===== config.mk =====
export PLATFORM = sky130hd
export DESIGN_NAME = printable_run_extractor
export DESIGN_NICKNAME = d
export VERILOG_FILES = /design/src/rtl/core/pre_pkg.sv /design/src/rtl/core/pre_ram.sv /design/src/rtl/core/pre_outreg.sv /design/src/rtl/core/printable_run_extractor.sv
export SDC_FILE = /design/constraint.sdc
export NUM_CORES = 1
export LEC_CHECK = 0
export ABC_AREA = 1
export BUFFER_PORTS_ARGS = -buffer_cell sky130_fd_sc_hd__buf_2
export CAP_MARGIN = 20
export CORE_ASPECT_RATIO = 0.7
export CORE_MARGIN = 2
export CORE_UTILIZATION = 40
export CTS_CLUSTER_SIZE = 24
export DETAILED_ROUTE_END_ITERATION = 10
export HOLD_SLACK_MARGIN = 0.06
export MAX_ROUTING_LAYER = met4
export PLACE_DENSITY_LB_ADDON = 0.3
export SKIP_LAST_GASP = 1
export SYNTH_ARGS = -nofsm -noshare
export SYNTH_HDL_FRONTEND = slang
export SYNTH_SLANG_ARGS = --single-unit

===== constraint.sdc =====
create_clock -name clk -period 9.8 [get_ports clk]
set_input_delay 0.98 -clock clk [delete_from_list [all_inputs] [get_ports clk]]
set_output_delay 0.98 -clock clk [all_outputs]
set_load 0.02 [all_outputs]

===== src/rtl/core/pre_pkg.sv =====
// Shared types, constants and helpers of the printable run extractor.
`default_nettype none
package pre_pkg;

  // Longest run held in the buffer, and so the largest usable minimum.
  localparam int unsigned MAX_MIN_LEN     = 32;
  localparam int unsigned DEFAULT_MIN_LEN = 4;
  localparam int unsigned CNT_W  = $clog2(MAX_MIN_LEN + 1);
  localparam int unsigned BUF_AW = (MAX_MIN_LEN > 1) ? $clog2(MAX_MIN_LEN) : 1;
  localparam int unsigned RESET_MIN =
    (DEFAULT_MIN_LEN > MAX_MIN_LEN) ? MAX_MIN_LEN : DEFAULT_MIN_LEN;

  localparam logic [7:0] TAB_CODE    = 8'h09;
  localparam logic [7:0] PRINT_LOW   = 8'h20;
  localparam logic [7:0] PRINT_HIGH  = 8'h7E;

  localparam logic KIND_BYTE   = 1'b0;
  localparam logic KIND_MARKER = 1'b1;

  typedef enum logic [2:0] {
    ST_IDLE,
    ST_DIRECT,
    ST_DUMP_RD,
    ST_DUMP_OUT,
    ST_MARK
  } pre_state_t;

  // One result item on its way into the output register.
  typedef struct packed {
    logic [7:0]  out_byte;
    logic        item_kind;
    logic [31:0] string_start;
    logic        last_of_burst;
  } pre_item_t;

  function automatic logic is_printable(input logic [7:0] b);
    return ((b >= PRINT_LOW) && (b <= PRINT_HIGH)) || (b == TAB_CODE);
  endfunction

endpackage
`default_nettype wire


===== src/rtl/core/pre_ram.sv =====
// Generic single-write, single-read RAM with registered read data.
`default_nettype none
module pre_ram #(
  parameter int unsigned WIDTH = 8,
  parameter int unsigned DEPTH = 32
) (
  input  wire logic                                       clk,
  input  wire logic                                       wr_en,
  input  wire logic [((DEPTH > 1) ? $clog2(DEPTH) : 1)-1:0] wr_addr,
  input  wire logic [WIDTH-1:0]                           wr_data,
  input  wire logic                                       rd_en,
  input  wire logic [((DEPTH > 1) ? $clog2(DEPTH) : 1)-1:0] rd_addr,
  output logic      [WIDTH-1:0]                           rd_data
);

  logic [WIDTH-1:0] mem [DEPTH];

  always_ff @(posedge clk) begin
    if (wr_en) begin
      mem[wr_addr] <= wr_data;
    end
    if (rd_en) begin
      rd_data <= mem[rd_addr];
    end
  end

endmodule
`default_nettype wire


===== src/rtl/core/pre_outreg.sv =====
// Output register of the result stream: holds one item until it is taken.
`default_nettype none
module pre_outreg
  import pre_pkg::*;
(
  input  wire logic        clk,
  input  wire logic        rst,
  input  wire logic        load_en,
  input  wire pre_item_t   load_item,
  output logic             free,
  output logic             m_tvalid,
  input  wire logic        m_tready,
  output logic [39:0]      m_tdata,   // out_byte [7:0], string_start [39:8]
  output logic             m_tuser,   // item_kind
  output logic             m_tlast
);

  pre_item_t item;

  assign free = !m_tvalid || m_tready;

  always_ff @(posedge clk) begin
    if (rst) begin
      m_tvalid <= 1'b0;
    end else if (load_en) begin
      m_tvalid <= 1'b1;
    end else if (m_tready) begin
      m_tvalid <= 1'b0;
    end
  end

  always_ff @(posedge clk) begin
    if (load_en) begin
      item <= load_item;
    end
  end

  assign m_tdata = {item.string_start, item.out_byte};
  assign m_tuser = item.item_kind;
  assign m_tlast = item.last_of_burst;

endmodule
`default_nettype wire


===== src/rtl/core/printable_run_extractor.sv =====
// Top level of the printable run extractor: run tracking, buffer sequencer, ports.
// A pass-through byte goes through ST_DIRECT, and a lone end marker through ST_MARK, to
// the output register; a buffer dump of N bytes alternates ST_DUMP_RD (one buffer RAM
// read) and ST_DUMP_OUT (one output load) per byte, then ST_MARK for a trailing marker.
// Throughput: one item per cycle when it gives no result, otherwise the next item is
// taken once every result of the current one is in the output register.
// Reset clears run state, position, sequencer and minimum (to 4); the buffer RAM is not
// cleared, as an entry is only read after the current run wrote it.
`default_nettype none
module printable_run_extractor
  import pre_pkg::*;
(
  input  wire logic        clk,
  input  wire logic        rst,
  input  wire logic        s_tvalid,
  output logic             s_tready,
  input  wire logic [7:0]  s_tdata,   // data_byte [7:0]
  input  wire logic        s_tlast,   // stream_end
  output logic             m_tvalid,
  input  wire logic        m_tready,
  output logic [39:0]      m_tdata,   // out_byte [7:0], string_start [39:8]
  output logic             m_tuser,   // item_kind
  output logic             m_tlast,   // last_of_burst
  input  wire logic        cfg_valid,
  output logic             cfg_ready,
  input  wire logic [5:0]  cfg_data   // min_length
);

  // Run tracking state
  logic [CNT_W-1:0] run_count;
  logic             emitting;
  logic [31:0]      byte_position;
  logic [31:0]      run_start;
  logic [CNT_W-1:0] min_eff;

  // Sequencer
  pre_state_t       state, state_next;
  logic [7:0]       pend_byte;
  logic [CNT_W-1:0] dump_len;
  logic [CNT_W-1:0] idx;
  logic             mark_pend;

  logic             s_acc;
  logic             in_print;
  logic [CNT_W-1:0] cnt_step;
  logic             dump_go;
  logic             emit_now;
  logic             close_now;
  logic             mark_go;
  logic             dump_last;

  logic             out_free;
  logic             load_en;
  pre_item_t        load_item;
  logic             buf_wr_en;
  logic             buf_rd_en;
  logic [7:0]       buf_rd_data;

  assign cfg_ready = 1'b1;
  assign s_tready  = (state == ST_IDLE);
  assign s_acc     = s_tvalid && s_tready;

  // Classify the incoming byte against the current run.
  always_comb begin
    in_print  = is_printable(s_tdata);
    cnt_step  = (run_count < CNT_W'(MAX_MIN_LEN)) ? run_count + CNT_W'(1) : run_count;
    dump_go   = in_print && !emitting && (cnt_step >= min_eff);
    emit_now  = in_print && emitting;
    close_now = !in_print && emitting;
    // Stream end closes a string that is still open after this byte.
    mark_go   = s_tlast && in_print && (emitting || dump_go);
  end

  // Buffer the byte while the run is still below the minimum; drop it past capacity.
  assign buf_wr_en = s_acc && in_print && !emitting && (run_count < CNT_W'(MAX_MIN_LEN));

  pre_ram #(
    .WIDTH (8),
    .DEPTH (MAX_MIN_LEN)
  ) u_buf (
    .clk     (clk),
    .wr_en   (buf_wr_en),
    .wr_addr (run_count[BUF_AW-1:0]),
    .wr_data (s_tdata),
    .rd_en   (buf_rd_en),
    .rd_addr (idx[BUF_AW-1:0]),
    .rd_data (buf_rd_data)
  );

  // Minimum length: clamp once at the write so the compare stays simple.
  always_ff @(posedge clk) begin
    if (rst) begin
      min_eff <= CNT_W'(RESET_MIN);
    end else if (cfg_valid && cfg_ready) begin
      if (cfg_data == 6'd0) begin
        min_eff <= CNT_W'(1);
      end else if (cfg_data > 6'(MAX_MIN_LEN)) begin
        min_eff <= CNT_W'(MAX_MIN_LEN);
      end else begin
        min_eff <= cfg_data[CNT_W-1:0];
      end
    end
  end

  // Run state: advance on each accepted item, clear at stream end.
  always_ff @(posedge clk) begin
    if (rst) begin
      run_count     <= '0;
      emitting      <= 1'b0;
      byte_position <= '0;
      run_start     <= '0;
    end else if (s_acc) begin
      if (in_print && !emitting && (run_count == '0)) begin
        run_start <= byte_position;
      end
      if (s_tlast) begin
        run_count     <= '0;
        emitting      <= 1'b0;
        byte_position <= '0;
      end else begin
        if (byte_position != '1) begin
          byte_position <= byte_position + 32'd1;
        end
        if (in_print) begin
          if (!emitting) begin
            run_count <= cnt_step;
            emitting  <= dump_go;
          end
        end else begin
          run_count <= '0;
          emitting  <= 1'b0;
        end
      end
    end
  end

  // Hold what the sequencer needs to play out this item's results.
  always_ff @(posedge clk) begin
    if (s_acc) begin
      pend_byte <= s_tdata;
      dump_len  <= cnt_step;
      mark_pend <= mark_go;
    end
  end

  always_ff @(posedge clk) begin
    if (rst) begin
      idx <= '0;
    end else if (s_acc) begin
      idx <= '0;
    end else if ((state == ST_DUMP_OUT) && out_free) begin
      idx <= idx + CNT_W'(1);
    end
  end

  assign dump_last = ((idx + CNT_W'(1)) == dump_len);

  always_ff @(posedge clk) begin
    if (rst) begin
      state <= ST_IDLE;
    end else begin
      state <= state_next;
    end
  end

  always_comb begin
    state_next               = state;
    load_en                  = 1'b0;
    buf_rd_en                = 1'b0;
    load_item.out_byte       = pend_byte;
    load_item.item_kind      = KIND_BYTE;
    load_item.string_start   = run_start;
    load_item.last_of_burst  = !mark_pend;
    unique case (state)
      ST_IDLE: begin
        if (s_acc) begin
          if (emit_now) begin
            state_next = ST_DIRECT;
          end else if (dump_go) begin
            state_next = ST_DUMP_RD;
          end else if (close_now) begin
            state_next = ST_MARK;
          end
        end
      end
      ST_DIRECT: begin
        if (out_free) begin
          load_en    = 1'b1;
          state_next = mark_pend ? ST_MARK : ST_IDLE;
        end
      end
      ST_DUMP_RD: begin
        buf_rd_en  = 1'b1;
        state_next = ST_DUMP_OUT;
      end
      ST_DUMP_OUT: begin
        load_item.out_byte      = buf_rd_data;
        load_item.last_of_burst = dump_last && !mark_pend;
        if (out_free) begin
          load_en = 1'b1;
          if (dump_last) begin
            state_next = mark_pend ? ST_MARK : ST_IDLE;
          end else begin
            state_next = ST_DUMP_RD;
          end
        end
      end
      ST_MARK: begin
        load_item.out_byte      = 8'h00;
        load_item.item_kind     = KIND_MARKER;
        load_item.last_of_burst = 1'b1;
        if (out_free) begin
          load_en    = 1'b1;
          state_next = ST_IDLE;
        end
      end
      default: begin
        state_next = ST_IDLE;
      end
    endcase
  end

  pre_outreg u_out (
    .clk       (clk),
    .rst       (rst),
    .load_en   (load_en),
    .load_item (load_item),
    .free      (out_free),
    .m_tvalid  (m_tvalid),
    .m_tready  (m_tready),
    .m_tdata   (m_tdata),
    .m_tuser   (m_tuser),
    .m_tlast   (m_tlast)
  );

  // An open string always has at least one buffered byte behind it.
  a_emit_has_run: assert property (@(posedge clk) disable iff (rst)
    emitting |-> (run_count != '0))
    else $error("emitting with an empty run");

  a_count_bound: assert property (@(posedge clk) disable iff (rst)
    run_count <= CNT_W'(MAX_MIN_LEN))
    else $error("run count past buffer capacity");

  a_dump_in_range: assert property (@(posedge clk) disable iff (rst)
    (state == ST_DUMP_RD || state == ST_DUMP_OUT) |-> (idx < dump_len))
    else $error("buffer dump index past dump length");

  a_end_clears_pos: assert property (@(posedge clk) disable iff (rst)
    (s_acc && s_tlast) |=> ((byte_position == '0) && !emitting))
    else $error("stream end did not clear position and run");

endmodule
`default_nettype wire

==> flow_summary.ini, run 1 <==
[run_status]
status = completed

[route]
antenna_left = 0
avgRoutedWirePerCell_um = 19.9
vias = 12300
drt_iter0_drc = 1594
routed_wl_um = 44600
avgViaCountPerCell = 5.50
post-route-drc-count = 0
dr.pass1.iters = 6

[cells_and_area]
area_growth_pct = 12.2
final_area_sq_um = 19100
fill_cells = 3898
layout_common_cells = edfxtp_1 (321), nor2_1 (293), nand2_1 (272), o21ai_0 (163), dfxtp_1 (85)
multiInputGateArea_sq_um = 4910
drive_above_1_share_pct = 9.57
diodes = 0
final_common_cell = edfxtp_1
final_nets = 1693
regArea_sq_um = 11400

[setup_path]
endpoint_kind = flop
crit_chain = buf_2, nand2_1, inv_1, nand2_1, nand2_1, nand2_1, nand2_1, nand2_2, nor2_4, inv_2, nor3_2, nand2_1, nor2_1
worst_r2r_endpoint = u_buf.rd_data[4]$_DFFE_PN_
crit_fanout = 34
reg2reg_from = idx[0]$_SDFFE_PP0P_
r2r_slack_ns = 6.46
arrival_ns = 3.82
worst-endpoint-required_ns = 9.97
path_class = in -> reg
r2r_cells = 8
cpMaxStageDelayCell = nor2_1
slowest_delay_ns = 0.69
crit_top_cell = nand2_1
crit_family = simple AND/OR/NAND/NOR gates
worstSetupStartpointType = input port
worst-path-buf-inv = 3

[die]
die_h_um = 176
io-pin-count = 65
start_util_pct = 40.4
rows = 63
die_area_sq_um = 44200
core-area_sq_um = 42100
die_w_um = 250

[yosys]
ys_ff_latch = 408
synthArstFlopShare_pct = 0
yosysUniqueCellTypes = 39
ys.flop_type = edfxtp_1
avgSynthCellArea_sq_um = 10.5
synth_cells = 1622
syn_area_sq_um = 17000
yosys_warnings = 0
seq_area_frac_synth_pct = 67.0
synth-edff-count = 321
syn_nets = 1654

[placed_design]
placed_area_sq_um = 17800
place.gp.congestion = 0.953
io_buffers = 63
dp_hpwl_um = 28400

[min_path]
hp-class = reg -> reg
hold_path_depth = 0
min_from = run_start[31]$_SDFFE_PP0P_
worstHoldEndpoint = u_out.m_tdata[39]$_DFFE_PP_

[sta]
maxSlewHeadroom_pct = 36.7
timing.hold.ws_ns = 0.422
rsz0062_at_grt = false
setup-tns-final_ns = 0
layout_min_cycle_time_ns = 3.65
worst_slew_pin_slew_ns = 0.950
finalCritPeriodShare_pct = 37.2
finClkSkew_ns = 0.0303
finalMaxSlewViolations = 0
final-hold-violation-count = 0
setup_violations = 0
fmax_mhz = 274

[global_routing]
grt_pass1_vias = 11200
antenna_found_initial = 0
grt-ovfl-total = 0
grt_start_max_net_pins = 99
track_usage_pct = 20.4
grt_pass1_wl_um = 67600

[cts]
cts-buffers-inserted = 40
cts_buffer_depth = 3
htree_levels = 2
cts_tree = done
cts_resized = 0
clkLatencyLatePin_ns = 0.56
hold_buffers = 0
clkSlewWorstSetupHoldPaths_ns = 0.06
cts_num_sinks = 408
cts_setup_buffers = 0
cts-root-buf = clkbuf_16

[run]
cap_viol_max_count = 0

[power_and_ir_drop]
vdd_ir_drop_max_v = 0.000132
powerDensity_nw_per_um2 = 186
leakagePower_nw = 6.52
finalPower_mw = 3.54
==> cell type report <==
type / count / area share [%]
clock buffers: 47 / 5.50
flip-flops and latches: 408 / 59.7
well taps: 552 / 3.62
inverters: 94 / 1.86
multi-input cells: 1037 / 25.8
repair buffers: 80 / 2.32
clock inverters: 26 / 1.21
==> power breakdown <==
part / leakage (nW) / total (mW) / switching, mW / internal, mW
logic: 2.28 / 0.126 / 0.100 / 0.0259
registers: 3.61 / 1.89 / 0.00709 / 1.88
clock network: 0.622 / 1.52 / 0.667 / 0.854
total: 6.52 / 3.54 / 0.775 / 2.76
==> registers in the layout, summed over array words and instances, names as in the netlist <==
name,count
idx,6
run_start,32
u_out.m_tlast,1
emitting,1
pend_byte,8
u_out.m_tvalid,1
mark_pend,1
u_out.m_tuser,1
byte_position,32
u_out.m_tdata,40
u_buf.rd_data,8
u_buf.mem,256
min_eff,6
state,3
run_count,6
dump_len,6
==> how the worst max path moves through the flow <==
stage | start | endpoint | slack, ns | cells past startpoint
after CTS | s_tdata[3] | u_buf.mem[20][2]$_DFFE_PP_ | 6.21 | 13
after floorplan | m_tready | u_out.m_tdata[0]$_DFFE_PP_ | 6.20 | 2
after detailed placement | s_tdata[3] | u_buf.mem[8][4]$_DFFE_PP_ | 5.66 | 13
after global routing | s_tdata[3] | u_buf.mem[20][2]$_DFFE_PP_ | 5.89 | 13
final | s_tdata[3] | u_buf.mem[15][0]$_DFFE_PP_ | 6.15 | 13
after global placement | s_tdata[3] | u_buf.mem[4][4]$_DFFE_PP_ | 5.70 | 13
==> kinds of logic after synthesis <==
| family | synth area share [%] |
|---|---|
| compound gates | 10.4 |
| xor+xnor | 0.721 |
| fa+ha+maj | 0.883 |
| buf+inv | 4.22 |
| flops | 67.0 |
| other cells | 0.0221 |
| simple gates | 16.8 |
==> synthesized netlist by cell type (14+ instances only) <==
library cell	instances	area, sq um
edfxtp_1	321	9640
nor2_1	293	1100
nand2_1	272	1020
o21ai_0	163	816
dfxtp_1	87	1740
inv_1	83	312
nand3_1	78	390
a21oi_1	72	360
clkbuf_1	57	214
o221ai_1	38	333
o22ai_1	29	181
nand4_1	25	156
buf_2	18	90.1
nor3_1	14	70.1
==> stage by stage <==
step	worst slack (ns)	util, %	std cells
2_1_floorplan	6.20	-	1622
3_3_place_gp	5.70	42.3	2171
3_5_place_dp	5.66	42.3	2171
4_1_cts	6.21	45.3	2244
5_1_grt	5.89	45.3	2244
6_report	6.15	45.3	2244
==> per-layer routing <==
layer / routed length, um / vias to the layer above / GRT usage (%)
met5: 0 / - / -
met4: 884 / 0 / 4.92
met3: 4460 / 78 / 3.67
met2: 18200 / 643 / 27.7
met1: 21000 / 5850 / 31.2
li1: - / 5766 / -
(Power assumes the default switching activity.)
==> run 2: changes to the inputs <==
- clock period: 9.8 -> 3.05 ns (I/O delays scaled with it)
==> flow_summary.ini, run 2 (synthesis results as in run 1) <==
[run_status]
status = completed

[cells_and_area]
diodes = 0
largest_register_ffs = 256
fill_cells = 3960
layout_common_cells = edfxtp_1 (321), nor2_1 (293), nand2_1 (272), o21ai_0 (163), dfxtp_1 (85)
final_area_sq_um = 19600
area_growth_pct = 15.2
top_register = u_buf.mem
fin_util_pct = 46.5
final_nets = 1750
final_common_cell = edfxtp_1
instances_no_fill = 2301
drive_above_1_share_pct = 12.2

[route]
post-route-drc-count = 0
antenna_left = 0
dr.pass1.iters = 5
avgViaCountPerCell = 5.36
drt_iter0_drc = 1551
vias = 12300
routed_wl_um = 44900
avgRoutedWirePerCell_um = 19.5

[placed_design]
placed_area_sq_um = 18200
dp_cells = 2221
io_buffers = 63
place.gp.congestion = 0.888
dp_slack_ns = 0.186
dp_hpwl_um = 29400

[die]
io-pin-count = 65
start_util_pct = 40.4
core-area_sq_um = 42100
rows = 63
die_area_sq_um = 44200
die_w_um = 250
die_h_um = 176

[setup_path]
worst-endpoint-required_ns = 3.53
worstSetupStartpointType = flop
reg2reg_from = run_count[0]$_SDFFE_PP0P_
cpMaxStageDelayCell = dfxtp_1
worst-path-buf-inv = 1
crit_chain = ha_1, nand2_1, nor2_1, nand2_1, a22oi_2, ha_1, nand2_1, inv_1, nand2_1, nand3_1, o21ai_0, nand2_1, nand3_1, nand3_1, a21oi_1
r2r_cells = 15
arrival_ns = 3.23
crit_start = run_count[0]$_SDFFE_PP0P_
r2r_slack_ns = 0.30
crit_top_cell = nand2_1
worst_r2r_endpoint = state[2]$_SDFFE_PP0P_
endpoint_kind = flop
crit_fanout = 5
crit_family = simple AND/OR/NAND/NOR gates
slowest_delay_ns = 0.43
path_class = reg -> reg

[min_path]
hold_path_depth = 1
min_from = s_tdata[7]
hp-class = in -> reg
worstHoldEndpoint = u_buf.mem[25][7]$_DFFE_PP_

[global_routing]
grt_pass1_wl_um = 69000
antenna_found_initial = 0
track_usage_pct = 20.9
grt-ovfl-total = 0
grt_pass1_vias = 11600
grt_start_max_net_pins = 71

[power_and_ir_drop]
leakagePower_nw = 6.83
finalPower_mw = 11.5
powerDensity_nw_per_um2 = 589
vdd_ir_drop_max_v = 0.000539

[sta]
setup_ws_ns = 0.300
final-hold-violation-count = 0
finalMaxSlewViolations = 0
worst_slew_pin_slew_ns = 0.882
rsz0062_at_grt = false
setup_violations = 0
fmax_mhz = 364
maxSlewHeadroom_pct = 41.0
timing.hold.ws_ns = 0.0776
setup-tns-final_ns = 0
layout_min_cycle_time_ns = 2.75
finalCritPeriodShare_pct = 90.1
finClkSkew_ns = 0.0257

[cts]
clkLatencyLatePin_ns = 0.55
cts_tree = done
cts_buffer_depth = 3
clkSlewWorstSetupHoldPaths_ns = 0.06
cts-root-buf = clkbuf_16
htree_levels = 2
cts-buffers-inserted = 40
cts_num_sinks = 408

[run]
cap_viol_max_count = 0
-- run 2: cell type report --
cell class              instances  area, sq um  area share (%)
repair buffers                137          913            4.66
inverters                      94          354            1.81
clock inverters                24          270            1.38
clock buffers                  49         1050            5.39
flip-flops and latches        408        11400            58.1
well taps                     552          691            3.53
multi-input cells            1037         4920            25.1
-- run 2: worst reg2reg max path, stage by stage, from the launching register on --
cell	delay, ns
dfxtp_1	0.43
ha_1	0.25
nand2_1	0.10
nor2_1	0.16
nand2_1	0.08
a22oi_2	0.27
ha_1	0.30
nand2_1	0.09
inv_1	0.05
nand2_1	0.08
nand3_1	0.14
o21ai_0	0.37
nand2_1	0.10
nand3_1	0.08
nand3_1	0.07
a21oi_1	0.11
-- run 2: metal layers --
metal | global-route usage (%) | vias to the layer above | wire length, um
li1 | - | 5871 | -
met1 | 31.4 | 5934 | 22000
met2 | 27.9 | 462 | 18000
met3 | 4.69 | 64 | 3970
met4 | 5.89 | 0 | 968
met5 | - | - | 0
-- run 2: what timing repair did --
| item | in CTS | in global routing |
|---|---|---|
| endpoints found under the setup margin | 0 | 1 |
| hold endpoints to repair | 5 | 0 |
| hold buffers | 7 | 0 |
| setup buffers | 0 | 0 |
| resized for setup | 0 | 1 |
-- run 2: worst max-delay path by stage --
stage                     depth (start not counted)  slack (ns)                         end
after floorplan                                   4        0.68  u_out.m_tdata[0]$_DFFE_PP_
after global placement                           15        0.30       state[2]$_SDFFE_PP0P_
after detailed placement                         15        0.19       state[2]$_SDFFE_PP0P_
after CTS                                        15        0.16       state[2]$_SDFFE_PP0P_
after global routing                             15        0.02       state[2]$_SDFFE_PP0P_
final                                            15        0.30       state[2]$_SDFFE_PP0P_
-- run 2: power breakdown --
| group | internal (mW) | leakage (nW) | switching [mW] | total (mW) |
|---|---|---|---|---|
| clock | 2.91 | 0.634 | 2.12 | 5.03 |
| combinational | 0.0982 | 2.58 | 0.330 | 0.428 |
| sequential | 6.05 | 3.61 | 0.0263 | 6.07 |
==> run 3: changes to the inputs <==
- CORE_UTILIZATION: 40 -> 35
- clock period: 3.05 -> 3.19 ns (I/O delays scaled with it)
==> flow_summary.ini, run 3 (synthesis results as in run 1) <==
[route]
antenna_left = 0
drt_iter0_drc = 1328
avgViaCountPerCell = 5.21
avgRoutedWirePerCell_um = 19.6
post-route-drc-count = 0
vias = 12600
routed_wl_um = 47300
dr.pass1.iters = 5

[sta]
fmax_mhz = 382
setup-tns-final_ns = 0
finalCritPeriodShare_pct = 82.1
maxSlewHeadroom_pct = 32.9
setup_ws_ns = 0.572
finalMaxSlewViolations = 0
finClkSkew_ns = 0.0344
final-hold-violation-count = 0
worst_slew_pin_slew_ns = 1.00
layout_min_cycle_time_ns = 2.62
rsz0062_at_grt = false
setup_violations = 0

[cells_and_area]
drive_above_1_share_pct = 12.5
top_register = u_buf.mem
final_common_cell = edfxtp_1
final_area_sq_um = 19800
final_nets = 1759
largest_register_ffs = 256
area_growth_pct = 16.6
layout_common_cells = edfxtp_1 (321), nor2_1 (293), nand2_1 (272), o21ai_0 (163), dfxtp_1 (85)

[placed_design]
dp_hpwl_um = 30900
placed_area_sq_um = 18400
place.gp.congestion = 0.952
dp_slack_ns = 0.606
io_buffers = 63

[min_path]
hold_path_depth = 3
hp-class = in -> reg

[cts]
hold_buffers = 9
cts-root-buf = clkbuf_16
cts-buffers-inserted = 42
htree_levels = 2
cts_buffer_depth = 3
clkSlewWorstSetupHoldPaths_ns = 0.06
cts_resized = 0
cts_num_sinks = 408
clkLatencyLatePin_ns = 0.55
cts_tree = done
cts_setup_buffers = 0

[die]
start_util_pct = 35.5
io-pin-count = 65
rows = 67
die_w_um = 267
die_area_sq_um = 50400
core-area_sq_um = 47900
die_h_um = 188

[setup_path]
endpoint_kind = flop
path_class = in -> reg
worst-endpoint-required_ns = 3.42
r2r_cells = 14
worstSetupStartpointType = input port
crit_fanout = 8
arrival_ns = 2.85

[power_and_ir_drop]
comb_power_share_pct = 3.8
leakagePower_nw = 6.89
power_frac_seq_pct = 52.2
vdd_ir_drop_max_v = 0.000441
power.internal_mw = 8.71
p_sw_share_pct = 21.7
switchingPower_mw = 2.42
p_clk_share_pct = 44.0
finalPower_mw = 11.1
powerDensity_nw_per_um2 = 561

[global_routing]
track_usage_pct = 19.4
grt_pass1_wl_um = 72500
grt-ovfl-total = 0
antenna_found_initial = 2
grt_start_max_net_pins = 84
grt_pass1_vias = 12100

[run_status]
status = completed

[run]
cap_viol_max_count = 0
-- run 3: changes by cell type in the layout (fill, tap and decap cells not counted), moves of 2 or more --
cell and delta:
buf_4 +5, clkbuf_1 -5, clkbuf_16 +5, clkinv_1 +5, inv_4 +3, bufinv_16 -2, clkinv_2 -2, clkinv_4 +2
dlygate4sd3_1 +2
-- run 3: metal layers --
metal  part of all wire, %  up-vias  global-route usage, %  routed length, um
li1                      -     5891                      -                  -
met1                    48     6146                   28.3              22500
met2                    43      473                   27.3              20200
met3                   7.2       79                   3.49               3400
met4                   2.4        0                   5.77               1150
met5                     0        -                      -                  0
-- run 3: area by class of cell --
type | count | area [sq um]
tap | 655 | 820
sequential | 408 | 11400
antenna | 1 | 2.50
clock buffer | 48 | 1150
clock inverter | 27 | 223
fill | 4625 | 28100
multi-input combinational | 1037 | 4910
inverter | 94 | 354
timing repair buffer | 144 | 971
-- run 3: worst paths after layout --
| check | endpoint | slack (ns) | from |
|---|---|---|---|
| hold / removal | min_eff[0]$_SDFFE_PP0P_ | 0.08 | cfg_data[0] |
| setup / recovery | u_buf.mem[18][2]$_DFFE_PP_ | 0.57 | s_tdata[4] |
| hold reg to reg | u_out.m_tdata[17]$_DFFE_PP_ | 0.43 | run_start[9]$_SDFFE_PP0P_ |
| setup reg to reg | state[2]$_SDFFE_PP0P_ | 0.63 | run_count[0]$_SDFFE_PP0P_ |
-- run 3: critical path, stage by stage --
cell,delay (ns)
dlygate4sd3_1,0.53
buf_2,0.17
nor2_1,0.09
nand2_1,0.06
nand2_1,0.05
nand2_1,0.04
nand2_1,0.11
nand2_2,0.13
nor2_4,0.19
inv_2,0.06
nor3_2,0.22
nand2_1,0.39
nor2_1,0.26
buf_4,0.20
-- run 3: through the flow --
| step | utilization [%] | hold WS [ns] | cells |
|---|---|---|---|
| finish | 41.4 | 0.0800 | 2414 |
| detailed placement | 38.3 | 0.418 | 2329 |
| global placement | 38.3 | 0.417 | 2329 |
| CTS | 41.4 | 0.0683 | 2413 |
| floorplan | - | 0.409 | 1622 |
| global route | 41.4 | 0.102 | 2414 |
-- run 3: power by group through the flow --
stage                     Combinational [mW]  Clock (mW)  Sequential (mW)
after detailed placement               0.414           0             5.92
after global placement                 0.409           0             5.92
after floorplan                        0.184           0             5.94
after CTS                              0.423        4.98             5.81
after global routing                   0.458        5.20             5.81
final                                  0.420        4.90             5.81
